--- config.mk ---
export PLATFORM = sky130hd
export DESIGN_NAME = led_matrix_digit_frame_sequencer
export DESIGN_NICKNAME = d
export VERILOG_FILES = /design/src/hdl/lmds_pkg.sv /design/src/hdl/led_matrix_digit_frame_sequencer.sv /design/src/hdl/lmds_ctrl.sv /design/src/hdl/lmds_dp.sv
export SDC_FILE = /design/constraint.sdc
export NUM_CORES = 1
export LEC_CHECK = 0
export CORE_MARGIN = 2
export CORE_UTILIZATION = 45
export DETAILED_ROUTE_END_ITERATION = 8
export DONT_BUFFER_PORTS = 1
export GPL_TIMING_DRIVEN = 0
export RECOVER_POWER = 50
export SLEW_MARGIN = 5
export SYNTH_ARGS = -nofsm -noshare
export SYNTH_HDL_FRONTEND = slang
export SYNTH_SLANG_ARGS = --single-unit
--- constraint.sdc ---
create_clock -name i_clk -period 3.1 [get_ports i_clk]
set_input_delay 0.155 -clock i_clk [delete_from_list [all_inputs] [get_ports i_clk]]
set_output_delay 0.155 -clock i_clk [all_outputs]
set_load 0.01 [all_outputs]
--- src/hdl/lmds_pkg.sv ---
// Shared types, codes and the glyph font for the LED-matrix frame sequencer.
// No dependencies; imported by every module of the block.
`default_nettype none

package lmds_pkg;

    typedef enum logic [1:0] {
        OP_SHOW  = 2'd0,
        OP_INIT  = 2'd1,
        OP_CLEAR = 2'd2,
        OP_NONE  = 2'd3
    } t_opcode;

    typedef enum logic [1:0] {
        CFG_INTENSITY = 2'd0,
        CFG_SCAN      = 2'd1,
        CFG_DECODE    = 2'd2,
        CFG_UNUSED    = 2'd3
    } t_cfg_index;

    typedef enum logic {
        ST_IDLE = 1'b0,
        ST_RUN  = 1'b1
    } t_state;

    // Driver chip register addresses
    localparam logic [3:0] REG_SHUTDOWN  = 4'h0C;
    localparam logic [3:0] REG_SCAN      = 4'h0B;
    localparam logic [3:0] REG_DECODE    = 4'h09;
    localparam logic [3:0] REG_INTENSITY = 4'h0A;
    localparam logic [3:0] REG_TEST      = 4'h0F;

    localparam logic [7:0] DATA_WAKE     = 8'h01;
    localparam logic [7:0] DATA_ZERO     = 8'h00;

    localparam logic [3:0] RESET_INTENSITY = 4'd15;
    localparam logic [2:0] RESET_SCAN      = 3'd7;
    localparam logic [7:0] RESET_DECODE    = 8'h00;

    // Frame counter end points per command
    localparam logic [2:0] SHOW_PAIR_END  = 3'd3;
    localparam logic [2:0] SHOW_ROW_END   = 3'd7;
    localparam logic [2:0] INIT_STEP_END  = 3'd4;
    localparam logic [2:0] CLEAR_ROW_END  = 3'd7;
    localparam logic [2:0] CHIP_END       = 3'd3;

    // Init sequence steps within one chip
    localparam logic [2:0] INIT_WAKE      = 3'd0;
    localparam logic [2:0] INIT_SCAN      = 3'd1;
    localparam logic [2:0] INIT_DECODE    = 3'd2;
    localparam logic [2:0] INIT_INTENSITY = 3'd3;

    // Font: nibble r (bits 4r+3..4r) is row r; codes 10, 14 and 15 are blank.
    localparam logic [31:0] FONT [16] = '{
        32'h00EAAAE0, 32'h00444440, 32'h00E8E2E0, 32'h00E8C8E0,
        32'h00AAE880, 32'h00E2E8E0, 32'h00E2EAE0, 32'h00E88880,
        32'h00EAEAE0, 32'h00EAE8E0, 32'h00000000, 32'h01C44C00,
        32'h00A4A000, 32'h01C4C440, 32'h00000000, 32'h00000000
    };

    function automatic logic [3:0] glyph_row(input logic [3:0] code,
                                             input logic [2:0] ridx);
        logic [31:0] rows;
        rows = FONT[code];
        return rows[{ridx, 2'b00} +: 4];
    endfunction

    typedef struct packed {
        logic load;   // take a new request into the datapath
        logic step;   // emit one frame and advance the counters
    } t_ctrl_cmd;

    typedef struct packed {
        logic frame_last;  // current frame is the final one of the request
        logic out_free;    // output register can take a frame this cycle
    } t_dp_status;

endpackage

`default_nettype wire

--- src/hdl/led_matrix_digit_frame_sequencer.sv ---
// LED-matrix digit frame sequencer. Each request on the input channel is
// one command for a chain of four LED-matrix driver chips and turns into a
// burst of register frames (address, data) on the output channel, one
// frame per cycle while the output is not stalled. Show writes rows 8 down
// to 1 for glyph pairs (7,6), (5,4), (3,2), (1,0): 32 frames, latch mark
// after every fourth. Init writes shutdown-exit, scan limit, decode mode,
// intensity and test-off to each chip: 20 frames, latch after each fifth.
// Clear zeroes rows 1..8 of each chip: 32 frames, latch after each eighth.
// The last frame of a request carries the last flag. Opcode 3 is taken
// and produces nothing. The next request is taken as soon as the final
// frame sits in the output register, even while that frame still waits.
// Configuration writes (index 0 intensity, 1 scan limit, 2 decode mask,
// 3 ignored) take effect at once; write them only while no request is in
// progress.
// Depends on lmds_pkg, lmds_ctrl and lmds_dp.
`default_nettype none

module led_matrix_digit_frame_sequencer
    import lmds_pkg::*;
(
    input  wire logic       i_clk,
    input  wire logic       i_rst_n,
    // configuration write port
    input  wire logic       i_cfg_we,
    input  wire logic [1:0] i_cfg_index,
    input  wire logic [7:0] i_cfg_data,
    // request channel
    input  wire logic       i_in_valid,
    output logic            o_in_stall,
    input  wire logic [1:0] i_opcode,
    input  wire logic [3:0] i_glyph0,
    input  wire logic [3:0] i_glyph1,
    input  wire logic [3:0] i_glyph2,
    input  wire logic [3:0] i_glyph3,
    input  wire logic [3:0] i_glyph4,
    input  wire logic [3:0] i_glyph5,
    input  wire logic [3:0] i_glyph6,
    input  wire logic [3:0] i_glyph7,
    // frame channel
    output logic            o_out_valid,
    input  wire logic       i_out_stall,
    output logic [3:0]      o_reg_address,
    output logic [7:0]      o_reg_data,
    output logic            o_latch_after,
    output logic            o_last
);

    t_ctrl_cmd  cmd;
    t_dp_status status;

    // Sequencing: idle until a request arrives, then step out frames.
    lmds_ctrl u_ctrl (
        .i_clk      (i_clk),
        .i_rst_n    (i_rst_n),
        .i_in_valid (i_in_valid),
        .i_opcode   (i_opcode),
        .i_status   (status),
        .o_cmd      (cmd),
        .o_in_stall (o_in_stall)
    );

    // Frame generation, config registers and the output register.
    lmds_dp u_dp (
        .i_clk         (i_clk),
        .i_rst_n       (i_rst_n),
        .i_cmd         (cmd),
        .o_status      (status),
        .i_cfg_we      (i_cfg_we),
        .i_cfg_index   (i_cfg_index),
        .i_cfg_data    (i_cfg_data),
        .i_opcode      (i_opcode),
        .i_glyph0      (i_glyph0),
        .i_glyph1      (i_glyph1),
        .i_glyph2      (i_glyph2),
        .i_glyph3      (i_glyph3),
        .i_glyph4      (i_glyph4),
        .i_glyph5      (i_glyph5),
        .i_glyph6      (i_glyph6),
        .i_glyph7      (i_glyph7),
        .o_out_valid   (o_out_valid),
        .i_out_stall   (i_out_stall),
        .o_reg_address (o_reg_address),
        .o_reg_data    (o_reg_data),
        .o_latch_after (o_latch_after),
        .o_last        (o_last)
    );

    // A request is never taken in the same cycle a frame is stepped out.
    a_load_step_excl: assert property (@(posedge i_clk) disable iff (!i_rst_n)
        !(cmd.load && cmd.step))
        else $error("request load and frame step in the same cycle");

    // Stepping out the final frame frees the request side next cycle.
    a_last_releases: assert property (@(posedge i_clk) disable iff (!i_rst_n)
        (cmd.step && status.frame_last) |=> !o_in_stall)
        else $error("request side still stalled after final frame");

    // A stepped frame shows up as valid output in the next cycle.
    a_step_valid: assert property (@(posedge i_clk) disable iff (!i_rst_n)
        cmd.step |=> o_out_valid)
        else $error("frame stepped but output not valid");

    // The last flag always comes with a latch mark.
    a_last_latch: assert property (@(posedge i_clk) disable iff (!i_rst_n)
        (o_out_valid && o_last) |-> o_latch_after)
        else $error("last frame without latch mark");

endmodule

`default_nettype wire

--- src/hdl/lmds_ctrl.sv ---
// Controller state machine of the LED-matrix frame sequencer.
// Depends on lmds_pkg for the state, opcode and command/status types.
`default_nettype none

module lmds_ctrl
    import lmds_pkg::*;
(
    input  wire logic       i_clk,
    input  wire logic       i_rst_n,
    input  wire logic       i_in_valid,
    input  wire logic [1:0] i_opcode,
    input  wire t_dp_status i_status,
    output t_ctrl_cmd       o_cmd,
    output logic            o_in_stall
);

    t_state r_state;
    t_state n_state;

    always_ff @(posedge i_clk) begin
        if (!i_rst_n) begin
            r_state <= ST_IDLE;
        end else begin
            r_state <= n_state;
        end
    end

    always_comb begin
        n_state    = r_state;
        o_cmd      = '0;
        o_in_stall = 1'b1;
        unique case (r_state)
            ST_IDLE: begin
                o_in_stall = 1'b0;
                o_cmd.load = i_in_valid;
                // an unused opcode is taken and dropped
                if (i_in_valid && (t_opcode'(i_opcode) != OP_NONE)) begin
                    n_state = ST_RUN;
                end
            end
            ST_RUN: begin
                o_cmd.step = i_status.out_free;
                if (i_status.out_free && i_status.frame_last) begin
                    n_state = ST_IDLE;
                end
            end
            default: begin
                n_state = ST_IDLE;
            end
        endcase
    end

endmodule

`default_nettype wire

--- src/hdl/lmds_dp.sv ---
// Datapath of the LED-matrix frame sequencer: config registers, request
// registers, frame counters and the output register. Depends on lmds_pkg.
`default_nettype none

module lmds_dp
    import lmds_pkg::*;
(
    input  wire logic       i_clk,
    input  wire logic       i_rst_n,
    input  wire t_ctrl_cmd  i_cmd,
    output t_dp_status      o_status,
    input  wire logic       i_cfg_we,
    input  wire logic [1:0] i_cfg_index,
    input  wire logic [7:0] i_cfg_data,
    input  wire logic [1:0] i_opcode,
    input  wire logic [3:0] i_glyph0,
    input  wire logic [3:0] i_glyph1,
    input  wire logic [3:0] i_glyph2,
    input  wire logic [3:0] i_glyph3,
    input  wire logic [3:0] i_glyph4,
    input  wire logic [3:0] i_glyph5,
    input  wire logic [3:0] i_glyph6,
    input  wire logic [3:0] i_glyph7,
    output logic            o_out_valid,
    input  wire logic       i_out_stall,
    output logic [3:0]      o_reg_address,
    output logic [7:0]      o_reg_data,
    output logic            o_latch_after,
    output logic            o_last
);

    logic [3:0]  r_intensity;
    logic [2:0]  r_scan;
    logic [7:0]  r_decode;

    t_opcode     r_op;
    logic [31:0] r_glyphs;   // pair to show sits in the top byte
    logic [2:0]  r_minor;
    logic [2:0]  r_major;

    logic        r_out_valid;
    logic [3:0]  r_addr;
    logic [7:0]  r_data;
    logic        r_latch;
    logic        r_last;

    logic        minor_end;
    logic        major_end;
    logic [3:0]  f_addr;
    logic [7:0]  f_data;
    logic [2:0]  show_ridx;

    always_ff @(posedge i_clk) begin
        if (!i_rst_n) begin
            r_intensity <= RESET_INTENSITY;
            r_scan      <= RESET_SCAN;
            r_decode    <= RESET_DECODE;
        end else if (i_cfg_we) begin
            unique case (t_cfg_index'(i_cfg_index))
                CFG_INTENSITY: r_intensity <= i_cfg_data[3:0];
                CFG_SCAN:      r_scan      <= i_cfg_data[2:0];
                CFG_DECODE:    r_decode    <= i_cfg_data;
                default:       ;
            endcase
        end
    end

    always_comb begin
        unique case (r_op)
            OP_SHOW:  minor_end = (r_minor == SHOW_PAIR_END);
            OP_INIT:  minor_end = (r_minor == INIT_STEP_END);
            OP_CLEAR: minor_end = (r_minor == CLEAR_ROW_END);
            default:  minor_end = 1'b1;
        endcase
        if (r_op == OP_SHOW) begin
            major_end = (r_major == SHOW_ROW_END);
        end else begin
            major_end = (r_major == CHIP_END);
        end
    end

    assign show_ridx = SHOW_ROW_END - r_major;

    always_comb begin
        f_addr = 4'd0;
        f_data = DATA_ZERO;
        unique case (r_op)
            OP_SHOW: begin
                f_addr = 4'd8 - {1'b0, r_major};
                f_data = {glyph_row(r_glyphs[31:28], show_ridx),
                          glyph_row(r_glyphs[27:24], show_ridx)};
            end
            OP_INIT: begin
                priority case (r_minor)
                    INIT_WAKE: begin
                        f_addr = REG_SHUTDOWN;
                        f_data = DATA_WAKE;
                    end
                    INIT_SCAN: begin
                        f_addr = REG_SCAN;
                        f_data = {5'd0, r_scan};
                    end
                    INIT_DECODE: begin
                        f_addr = REG_DECODE;
                        f_data = r_decode;
                    end
                    INIT_INTENSITY: begin
                        f_addr = REG_INTENSITY;
                        f_data = {4'd0, r_intensity};
                    end
                    default: begin
                        f_addr = REG_TEST;
                        f_data = DATA_ZERO;
                    end
                endcase
            end
            OP_CLEAR: begin
                f_addr = {1'b0, r_minor} + 4'd1;
                f_data = DATA_ZERO;
            end
            default: begin
                f_addr = 4'd0;
                f_data = DATA_ZERO;
            end
        endcase
    end

    always_ff @(posedge i_clk) begin
        if (i_cmd.load) begin
            r_op     <= t_opcode'(i_opcode);
            r_glyphs <= {i_glyph7, i_glyph6, i_glyph5, i_glyph4,
                         i_glyph3, i_glyph2, i_glyph1, i_glyph0};
            r_minor  <= 3'd0;
            r_major  <= 3'd0;
        end else if (i_cmd.step) begin
            // rotate so the next pair moves to the top byte
            r_glyphs <= {r_glyphs[23:0], r_glyphs[31:24]};
            if (minor_end) begin
                r_minor <= 3'd0;
                r_major <= r_major + 3'd1;
            end else begin
                r_minor <= r_minor + 3'd1;
            end
        end
    end

    always_ff @(posedge i_clk) begin
        if (!i_rst_n) begin
            r_out_valid <= 1'b0;
        end else if (i_cmd.step) begin
            r_out_valid <= 1'b1;
        end else if (!i_out_stall) begin
            r_out_valid <= 1'b0;
        end
    end

    always_ff @(posedge i_clk) begin
        if (i_cmd.step) begin
            r_addr  <= f_addr;
            r_data  <= f_data;
            r_latch <= minor_end;
            r_last  <= minor_end && major_end;
        end
    end

    assign o_status.frame_last = minor_end && major_end;
    assign o_status.out_free   = !r_out_valid || !i_out_stall;

    assign o_out_valid   = r_out_valid;
    assign o_reg_address = r_addr;
    assign o_reg_data    = r_data;
    assign o_latch_after = r_latch;
    assign o_last        = r_last;

endmodule

`default_nettype wire
==> summary.txt <==
Via density: 5.73
Worst-path clk slew: 0.08 ns
Fmax: 387 MHz
Yosys warning count: 0
Layout cells sized above 1: 15.5%
Worst VDD drop: 0.000278 V
Unrepaired setup endpoints after global routing: no
Clk_lat worst skew: 0.35 ns
Min Tclk post-route: 2.58 ns
Worst hold path class: primary input to register
Clock buffer depth: 2
H-tree depth: 3
Residual DRC: 0
Cells after synthesis: 388
Setup Skew: 0.0125 ns
Row count: 35
Clk root buf: clkbuf_8
Max stage delay on crit path: 0.90 ns
PwrDens: 519 mW/mm^2
Port bufs: 0
Die H: 100 um
Syn Nets: 467
Routability Congestion: 0.870
Crit path required time: 3.08 ns
Setup slack, reg-to-reg: 0.52 ns
Sequential share of the synthesized area: 45.4%
Half-perimeter wire length after placement: 6880 um
Detailed-route via count: 3040
Finish-stage setup viols: 0
Area grow syn2layout: 11.5%
Kind of cell adding the most delay to the critical path: compound AO/OA/AOI/OAI gates
CP bufs+invs: 1
Synth top area share: 34.4%
Slew HR: 24.3%
Fin. Hold Viols: 0
Synth area leaders: edfxtp_1, dfxtp_1, ha_1
Die ar.: 0.0101 mm^2
Starting DRC count in detailed routing: 180
Num ports: 65
Num CTS Buffers: 9
Pre-Repair DR Iteration Count: 4
P_leak: 1.82 nW
CP Max Fanout: 33
Worst Path Arrival: 2.56 ns
CP Class: register to register
Antenna Cells: 0
Starting Density: 45.8%
CTS tree: done
Die X: 100 um
Routed Wire Length: 9450 um
Setup TNS: 0 ns
Crit-path slowest cell: a21boi_2
Core area: 0.00915 mm^2
Routed Antenna Nets: 0
Final Util: 51.0%
Seq cells post-synth: 71
Global route total overflow: 0
Critical path cell sequence: a21boi_2 -> nor2_1 -> clkinvlp_4
Initial antenna violation count: 0
Worst setup EP type: register
Syn_area_per_cell: 10.8 um^2
Least-Margin Pin Slew: 1.13 ns
Max cap viols: 0
Setup bufs post-CTS: 0
# clock sinks: 71
Netlist Area Pre-Place: 0.00419 mm^2
Outcome: finished clean
Largest net degree at the start of global routing: 34
Global Route Usage Sum: 19.6%
Fin nets: 494
FFs w/ async S/R, synth: 0%
Cell variety after synth: 62
Primary FF master, synth: edfxtp_1
EDFF count, synth: 48
Post-synth top area cell: edfxtp_1
First-pass GRT wire length: 15300 um
Worst setup SP type: register
WL/cell: 17.8 um
Fin crit share: 83.4%
Vias in the first global route: 3011
Max-slew violation count: 0
==> cell usage after synthesis (2+ instances only) <==
cell type / count
dfxtp_1: 23
buf_4: 3
nor3_1: 2
o31ai_1: 4
o221ai_1: 2
a31oi_1: 3
edfxtp_1: 48
inv_1: 19
nor2b_1: 21
clkbuf_1: 3
a211o_1: 2
a21o_1: 2
a222oi_1: 3
nand3b_1: 4
o211ai_1: 4
and2_1: 3
a21oi_1: 23
nor2_1: 13
a32oi_1: 2
a221oi_1: 3
o21ai_1: 3
nand2_1: 32
mux2_2: 28
buf_2: 11
nand3_1: 9
mux2i_1: 17
a32o_1: 3
a22oi_1: 3
xnor2_1: 2
o22ai_1: 4
nand2b_1: 6
o21ai_0: 19
a311oi_1: 3
ha_1: 30
buf_6: 3
nand4_1: 2
==> worst reg2reg max path, delay by kind of cell, from the launching register on <==
kind / cells / cell delay [ns]
AO/OA/AOI/OAI: 1 / 0.90
buffers and inverters: 1 / 0.57
AND/OR/NAND/NOR: 1 / 0.28
flip-flops: 1 / 0.44
==> what timing repair did <==
item | CTS | global route
endpoints found under the hold margin | 21 | 0
hold buffers | 16 | 0
endpoints found under the setup margin | 0 | 33
gates resized for setup | 0 | 1
==> registers in the layout, indices dropped and copies added, names as in the netlist, 2 cells and up <==
name                count
u_dp.r_scan             3
u_dp.r_op               2
u_dp.r_minor            3
u_dp.r_major            3
u_dp.r_decode           8
u_dp.o_reg_address      4
u_dp.o_reg_data         8
u_dp.r_intensity        4
u_dp.r_glyphs          32
==> logic make-up (layout without fill, tap and decap cells) <==
| group | after synthesis | after routing | synth area share, % |
|---|---|---|---|
| buffers and inverters | 41 | 73 | 4.84 |
| AOI/OAI and AO/OA | 97 | 97 | 16.0 |
| muxes | 45 | 45 | 11.6 |
| xor gates and xnor gates | 3 | 3 | 0.627 |
| and+or+nand+nor | 101 | 101 | 12.6 |
| adders and majority gates | 30 | 30 | 8.96 |
| DFF | 71 | 71 | 45.4 |
==> cell type report <==
class / count / area (um^2)
Tap cell: 111 / 139
Timing Repair Buffer: 16 / 160
Multi-Input combinational cell: 276 / 2080
Clock buffer: 13 / 170
Fill cell: 817 / 4480
Sequential cell: 71 / 1900
Clock inverter: 3 / 16.3
Inverter: 20 / 78.8
Buffer: 21 / 119
==> stage by stage <==
stage                     setup WS (ns)  hold slack, ns  total power, mW  std cells  area (um^2)
after floorplan                   0.813           0.254             1.59        388         4190
after global placement            0.178           0.254             1.71        499         4330
after detailed placement          0.123           0.254             1.72        499         4330
after CTS                        0.0981         0.00754             2.44        531         4670
after global routing              0.240         0.00274             2.55        531         4670
final                             0.516          0.0213             2.42        531         4670
==> worst paths after layout <==
check,endpoint,cells past startpoint,from
worst max-delay path,u_dp.r_glyphs[9]$_DFFE_PP_,3,u_ctrl.r_state$_SDFF_PN0_
worst min-delay path,u_dp.r_glyphs[4]$_DFFE_PP_,2,i_glyph1[0]
worst max register to register,u_dp.r_glyphs[9]$_DFFE_PP_,3,u_ctrl.r_state$_SDFF_PN0_
worst min register to register,u_dp.r_intensity[0]$_SDFFE_PN1P_,2,u_dp.r_intensity[0]$_SDFFE_PN1P_
==> cells in the final DEF, fill, tap and decap left out, types with 16 or more instances in the layout <==
cell type      count
a21oi_1           23
dfxtp_1           23
dlygate4sd3_1     16
edfxtp_1          48
ha_1              30
inv_1             18
mux2_2            28
mux2i_1           17
nand2_1           32
nor2b_1           21
o21ai_0           19
==> layer usage <==
layer | part of all wire (%) | global-route usage, % | routed length (um)
met5 | 0 | 0 | 0
met4 | 1.4 | 5.80 | 130
met3 | 4.3 | 4.72 | 409
met2 | 45 | 30.0 | 4270
met1 | 49 | 27.6 | 4640
==> power by group <==
| group | total, mW | switching [mW] | leakage [nW] | internal [mW] |
|---|---|---|---|---|
| Combinational | 0.533 | 0.304 | 1.06 | 0.230 |
| Clock | 0.707 | 0.347 | 0.0989 | 0.360 |
| Sequential | 1.18 | 0.0601 | 0.658 | 1.12 |
| Total | 2.42 | 0.711 | 1.82 | 1.71 |
Note: power is estimated with default switching activity, not from simulation.
